[src/rtl/ltpd_pkg.sv]
// ----------------------------------------------------------------------------
// ltpd_pkg
// Shared sizes, codes and types of the fountain-code peeling decoder.
// ----------------------------------------------------------------------------
package ltpd_pkg;

  localparam int SYMS    = 16;   // source symbols per block
  localparam int BYTES   = 16;   // bytes per symbol
  localparam int SLOTS   = 64;   // coded packet slots
  localparam int SYM_W   = 4;
  localparam int OFF_W   = 4;
  localparam int SLOT_W  = 6;
  localparam int DEG_W   = 5;
  localparam int CNT_W   = 5;
  localparam int POS_W   = 6;
  localparam int DD_AW   = SYM_W + OFF_W;
  localparam int CD_AW   = SLOT_W + OFF_W;
  localparam int CE_AW   = SLOT_W + SYM_W;
  localparam int ET_AW   = SYM_W + SYM_W;

  typedef enum logic [1:0] {
    OP_PKT   = 2'd0,
    OP_READ  = 2'd1,
    OP_CLEAR = 2'd2,
    OP_NONE  = 2'd3
  } opcode_t;

  typedef enum logic [2:0] {
    ST_TAKEN   = 3'd0,
    ST_STORED  = 3'd1,
    ST_NEW     = 3'd2,
    ST_DUP     = 3'd3,
    ST_OVFL    = 3'd4,
    ST_FORMAT  = 3'd5,
    ST_READ    = 3'd6
  } status_t;

  typedef enum logic [4:0] {
    S_IDLE, S_READ_Q, S_COMMIT, S_OLD_DEG, S_OLD_LOOP, S_OLD_E,
    S_UL_SCAN, S_UL_CMP, S_UL_MOVE, S_CHK, S_LINK, S_COPY,
    S_PEEL_I, S_PEEL_POP, S_PEEL_C, S_XR, S_XW,
    S_DROP_DEG, S_DROP_DQ, S_DROP_SCAN, S_DROP_CMP, S_DROP_MOVE,
    S_AFTER_DROP, S_CONS, S_REG_PKT, S_REG_RD, S_REG_WR, S_DONE
  } eng_state_t;

  typedef enum logic {
    RET_OLD  = 1'b0,
    RET_PEEL = 1'b1
  } ul_ret_t;

  typedef logic [SYMS-1:0][SYM_W-1:0] edges_t;
  typedef logic [BYTES-1:0][7:0]      pdata_t;

  typedef struct packed {
    logic              ok;
    logic [DEG_W-1:0]  degree;
    logic [SLOT_W-1:0] slot;
  } pkt_info_t;

  typedef struct packed {
    logic [7:0]       read_data;
    logic [2:0]       status;
    logic [CNT_W-1:0] decoded_count;
    logic             all_decoded;
    logic             symbol_valid;
  } result_t;

endpackage

[src/rtl/ltpd_parser.sv]
// ----------------------------------------------------------------------------
// ltpd_parser
// Byte parser: tracks position in the packet, checks its format and
// collects the edge list and the payload.
// ----------------------------------------------------------------------------
module ltpd_parser
  import ltpd_pkg::*;
(
  input  logic              clk,
  input  logic              rst_n,
  input  logic              byte_en,
  input  logic              clear_en,
  input  logic [7:0]        data_byte,
  input  logic              end_of_packet,
  input  logic [SLOT_W-1:0] code_slot,
  output pkt_info_t         info,
  output edges_t            edges,
  output pdata_t            pdata
);

  logic [POS_W-1:0]  pos_r, pos_nxt, pos_inc;
  logic              bad_r, bad_nxt, bad_c;
  logic [DEG_W-1:0]  deg_r, deg_nxt;
  logic [SLOT_W-1:0] slot_r, slot_nxt;
  edges_t            edges_r, edges_nxt;
  pdata_t            data_r, data_nxt;
  logic              dup;
  logic [SYM_W-1:0]  e_idx;
  logic [OFF_W-1:0]  d_idx;

  always_comb begin
    pos_inc   = (pos_r == '1) ? pos_r : pos_r + POS_W'(1);
    bad_c     = bad_r;
    deg_nxt   = deg_r;
    slot_nxt  = slot_r;
    edges_nxt = edges_r;
    data_nxt  = data_r;
    e_idx     = SYM_W'(pos_r - POS_W'(1));
    d_idx     = OFF_W'(pos_r - POS_W'(1) - POS_W'(deg_r));
    dup       = 1'b0;
    for (int j = 0; j < SYMS; j++) begin
      if (POS_W'(j + 1) < pos_r && edges_r[j] == data_byte[SYM_W-1:0]) dup = 1'b1;
    end
    if (pos_r == '0) begin
      deg_nxt  = data_byte[DEG_W-1:0];
      slot_nxt = code_slot;
      bad_c    = (data_byte == 8'd0) || (data_byte > 8'(SYMS));
    end else if (!bad_r) begin
      if (pos_r <= POS_W'(deg_r)) begin
        if (data_byte >= 8'(SYMS) || dup) begin
          bad_c = 1'b1;
        end else begin
          edges_nxt[e_idx] = data_byte[SYM_W-1:0];
        end
      end else if (pos_r <= POS_W'(deg_r) + POS_W'(BYTES)) begin
        data_nxt[d_idx] = data_byte;
      end else begin
        bad_c = 1'b1;
      end
    end
    if (end_of_packet) begin
      pos_nxt = '0;
      bad_nxt = 1'b0;
    end else begin
      pos_nxt = pos_inc;
      bad_nxt = bad_c;
    end
  end

  always_ff @(posedge clk) begin
    if (!rst_n || clear_en) begin
      pos_r  <= '0;
      bad_r  <= 1'b0;
      deg_r  <= '0;
      slot_r <= '0;
    end else if (byte_en) begin
      pos_r  <= pos_nxt;
      bad_r  <= bad_nxt;
      deg_r  <= deg_nxt;
      slot_r <= slot_nxt;
    end
  end

  always_ff @(posedge clk) begin
    if (byte_en) begin
      edges_r <= edges_nxt;
      data_r  <= data_nxt;
    end
  end

  // The length check sees the position that includes the current byte.
  assign info.ok     = !bad_c && (pos_inc == POS_W'(deg_nxt) + POS_W'(BYTES + 1));
  assign info.degree = deg_r;
  assign info.slot   = slot_r;
  assign edges       = edges_r;
  assign pdata       = data_r;

endmodule

[config.mk]
export PLATFORM = sky130hd
export DESIGN_NAME = ltpd_parser
export DESIGN_NICKNAME = d
export VERILOG_FILES = /design/src/rtl/ltpd_pkg.sv /design/src/rtl/ltpd_parser.sv
export SDC_FILE = /design/constraint.sdc
export NUM_CORES = 1
export LEC_CHECK = 0
export ABC_AREA = 1
export BUFFER_PORTS_ARGS = -buffer_cell sky130_fd_sc_hd__buf_2
export CAP_MARGIN = 5
export CORE_UTILIZATION = 57
export DETAILED_ROUTE_END_ITERATION = 6
export GPL_TIMING_DRIVEN = 0
export PLACE_DENSITY = 0.85
export SYNTH_ARGS = -nofsm -noshare
export SYNTH_HDL_FRONTEND = slang
export SYNTH_SLANG_ARGS = --single-unit
[constraint.sdc]
create_clock -name clk -period 4.5 [get_ports clk]
set_input_delay 0.9 -clock clk [delete_from_list [all_inputs] [get_ports clk]]
set_output_delay 0.9 -clock clk [all_outputs]
set_load 0.01 [all_outputs]
Word level (Yosys, flattened, before mapping)
Cells that the tools add are included.
Widths: inputs -> output; s select.
- ROM bits: 0
- bits in writable memories: 0
- logic and storage cells: 147
- latch bits: 0
- memories kept: 0
- output and inout bits: 204
- flip-flop bits (word level): 210
- input port bits: 19
- multiplexer cells: 31
- eq/ne operators: 18
- bitwise logic cells: 4
- reductions and logical operators: 29
- divide/modulo/power cells: 0
- shifts and indexed selects: 0
- $mul: 0
- order comparisons: 24
- add/subtract/negate cells: 5
- operator list (kind ; number):
    $bwmux 128 ; 1
    $bwmux 64 ; 1
    $eq 4x4->1 ; 16
    $lt 4x6->1 const A ; 8
    $demux 8 s4 ; 1
    $lt 3x6->1 const A ; 4
    $mux 1 ; 22
    $logic_and 1x1->1 ; 19
    $demux 4 s4 ; 1
    $add 5x5->6 const B ; 2
    $lt 2x6->1 const A ; 2
    $mux 6 ; 2
    $lt 4x5->1 const B ; 2
    $reduce_and 5->1 ; 2
    $ge 4x1->1 const B ; 2
    $ge 8x5->1 const B ; 1
    $gt 8x5->1 const B ; 1
    $logic_not 8->1 ; 1
    $mux 8 ; 1
    $add 6x1->6 const B ; 1
    $eq 6x6->1 ; 1
    $eq 6x6->1 const B ; 1
    $le 6x5->1 ; 1
    $le 6x6->1 ; 1
    11 further kinds ; 17

Logic depth before layout (Yosys ltp)
- word-level depth: 25
- gate-level depth with buffers: 19
- mapped depth without buffers: 18

Worst setup path before layout
OpenSTA, ideal clock, no wires.
- kind: input -> output
- start: input port data_byte[0]
- end: output port info[11] (netlist bit)
- buffers on the path: 2
- arrival time: 2.297 ns
- stages on the path: 12
- required time: 3.600 ns
- setup slack: 1.303 ns
- cells stage by stage: buf_4 -> buf_6 -> o21ai_2 -> inv_2 -> ha_1 -> xnor2_1 -> nand3_1 -> nor2_1 -> nand2_1 -> nor2_1 -> nand2_1 -> nor2_2
- RTL lines (item ; RTL line ; text):
    from (decl) ; ltpd_parser.sv:13 ; input logic [7:0] data_byte,
    to (decl) ; ltpd_parser.sv:16 ; output pkt_info_t info,

==> flow_metrics.tcl <==
set metrics [dict create \
    wire_per_inst_um 18.2 \
    cp_top_family "buffers and inverters" \
    synthesis.area_mm2 0.00894 \
    yosys-top-cells-area "edfxtp_1 (64%), nand2_1 (9.9%), dfxtp_1 (4.0%)" \
    fmax_mhz 232 \
    setup_viol 0 \
    syn-instance-count 789 \
    clock_path_buffers 3 \
    hold_viol 0 \
    status "finished, final reports clean" \
    drc_errors 0 \
    hold_path.class "register to register" \
    final_antenna_net_count 0 \
    synth.distinct_cells 40 \
    antenna_found_initial 0 \
    clock_latency_ns 0.50 \
    numCtsBuffers 21 \
    ys_ff_latch 210 \
    cts_setup_buffers 0 \
    clkTransAtPathRegs_ns 0.06 \
    yosysSeqAreaShare_pct 68.5 \
    crit_type "input pin to primary output" \
    p_leak_nw 4.76 \
    slew_headroom_pct 45.0 \
    cp_common_cell "nand2_1" \
    grt_max_degree 34 \
    dp_cells 1222 \
    synth-async-reset-ratio_pct 0 \
    path_cells "buf_2, buf_4, inv_2, buf_6, o21ai_4, ha_1, inv_1, nand2_1, nand2_1, nand2_1, nand2_1, nor2_1, nand2_1, nor2_1, nand2_1, nor2_2, buf_2" \
    met3_usage_pct 8.71 \
    synth_ff_type "edfxtp_1" \
    die_x_um 127 \
    synth_most_common_cell "nand2_1" \
    finalWirelength_um 22900 \
    finalCriticalPeriod_ns 4.31 \
    tns_ns 0 \
    rows 45 \
    dr.pass1.iters 5 \
    diodes 0 \
    stdcell_count 1260 \
    cts_max_level 1 \
    track_usage_pct 28.7 \
    cp.required_ns 3.60 \
    powerDensity_mw_per_mm2 373 \
    cp_num_buf_inv 6 \
    via_count 6594 \
    viasPerCell 5.23 \
    cts_tree "yes" \
    critPathLaunchType "input pin" \
    synthToLayoutAreaGrowth_pct 23.3 \
    die_y_um 127 \
    portBuffers 222 \
    grt_pass1_wl_um 34600 \
    synth_fp_nets 826 \
    hpwl_um 15800 \
    drt_iter0_drc 505 \
    critPathArrivalTime_ns 3.41 \
    avgSynthCellArea_um2 11.3 \
    cap_violations 0 \
    clock_skew_ns 0.0203 \
    cts_repair_resize_count 0 \
    cts-root-buf "clkbuf_16" \
    yosys_warnings 0 \
    io_pins 223 \
    nNetsFinal 1071 \
    gr-total-overflow 0 \
    gp_congestion 0.872 \
    initial_utilization_pct 58.6 \
    cp_max_fo 33 \
    cp_slowest_stage_delay_ns 0.58 \
    grt_pass1_vias 6429 \
    cts.sinks 210 \
    tightest_slew_ns 0.825 \
    coreArea_mm2 0.0153 \
    max-vdd-ir-drop_v 0.000500 \
    netlist_top_cells_count "nand2_1 (235), edfxtp_1 (192), nor2_1 (94)" \
    synth_top_cell_area_share_pct 64.5 \
    rsz0062_at_grt "no" \
    grt_most_used_layer "met2" \
    hold_buffers 0 \
    synth_edf_count 192 \
    met1_usage_pct 35.1 \
    drive_above_1_share_pct 28.6 \
    finalCritPeriodShare_pct 95.8 \
    crit_slowest_cell "buf_2" \
    global_route.usage.met2_pct 48.2 \
    synth_area_leader_cell "edfxtp_1" \
    cp-end-kind "primary output" \
    die-area_mm2 0.0162 \
    slew_viol_final 0 \
]
## worst register-to-register path, cell delays in order, from the launching register on
cell and delay [ns]:
dfxtp_1 0.56, inv_1 0.24, ha_1 0.25, xnor2_1 0.21, inv_1 0.11, ha_1 0.34, nand2_1 0.08, nor2_1 0.04
a211oi_1 0.21, xor2_1 0.32, nand2_1 0.21, nor2_1 0.63
## path summary, 6_finish.rpt
check / startpoint / to / slack (ns) / cells after the start
max reg2reg: pos_r[1] / pdata[36] / 0.94 / 11
min: slot_r[4] / slot_r[4] / 0.46 / 2
max: data_byte[1] / info[11] / 0.19 / 17
min reg2reg: slot_r[4] / slot_r[4] / 0.46 / 2
## final cells by class
| type | count | area [um^2] |
|---|---|---|
| buffer | 17 | 156 |
| tap | 211 | 264 |
| timing repair buffer | 222 | 1110 |
| fill | 1030 | 4230 |
| multi-input combinational | 470 | 2310 |
| clock inverter | 11 | 134 |
| sequential | 210 | 6130 |
| clock buffer | 27 | 578 |
| inverter | 92 | 348 |
## placed cells by master (no fill, tap or decap), types with 3 or more instances in the layout
cell type / count
o21ai_2: 4
o21ai_0: 5
bufinv_16: 3
a211oi_1: 6
buf_6: 10
nor2_2: 3
clkbuf_8: 3
edfxtp_1: 192
inv_2: 7
xnor2_1: 9
buf_2: 224
inv_1: 83
nand3_1: 28
clkinv_1: 5
clkbuf_16: 21
nor2_1: 94
ha_1: 17
clkbuf_1: 4
nand4_1: 7
xor2_1: 14
nand2_2: 7
buf_4: 4
dfxtp_1: 18
nand2_1: 235
a21oi_1: 19
o21ai_1: 3
## report_power, final
group | leakage, nW | internal, mW | switching (mW) | total, mW
clock network | 0.341 | 1.08 | 0.697 | 1.78
registers | 1.87 | 2.13 | 0.00486 | 2.14
logic | 2.55 | 0.0614 | 0.145 | 0.207
## per-stage QoR
stage	worst slack [ns]	power (mW)	hold slack (ns)	util, %	instance area, um^2
2_1_floorplan	1.30	2.30	0.445	-	8940
3_3_place_gp	0.309	2.38	0.447	67.6	10300
3_5_place_dp	0.290	2.38	0.453	67.6	10300
4_1_cts	0.244	4.13	0.463	72.3	11000
5_1_grt	0.0394	4.24	0.478	72.3	11000
6_report	0.189	4.12	0.464	72.3	11000
## metal layers
metal | vias to the layer above | wire length, um
met1 | 3048 | 8850
met3 | 60 | 2520
met5 | - | 0
met4 | 0 | 707
met2 | 390 | 10900
li1 | 3096 | -
## state kept, by name (all words and copies together) (netlist names)
register / cells
pdata: 128
edges: 64
pos_r: 6
slot_r: 6
deg_r: 5
bad_r: 1
## cells by family (layout without fill, tap and decap cells)
kind of cell / Yosys count / after routing / synth area share, %
and+or+nand+nor: 386 / 386 / 18.0
buffers and inverters: 109 / 369 / 5.64
xor gates and xnor gates: 23 / 23 / 2.25
AOI/OAI and AO/OA: 43 / 43 / 3.02
DFF: 210 / 210 / 68.5
adders and majority gates: 18 / 18 / 2.60
Note: power is estimated with default switching activity, not from simulation.
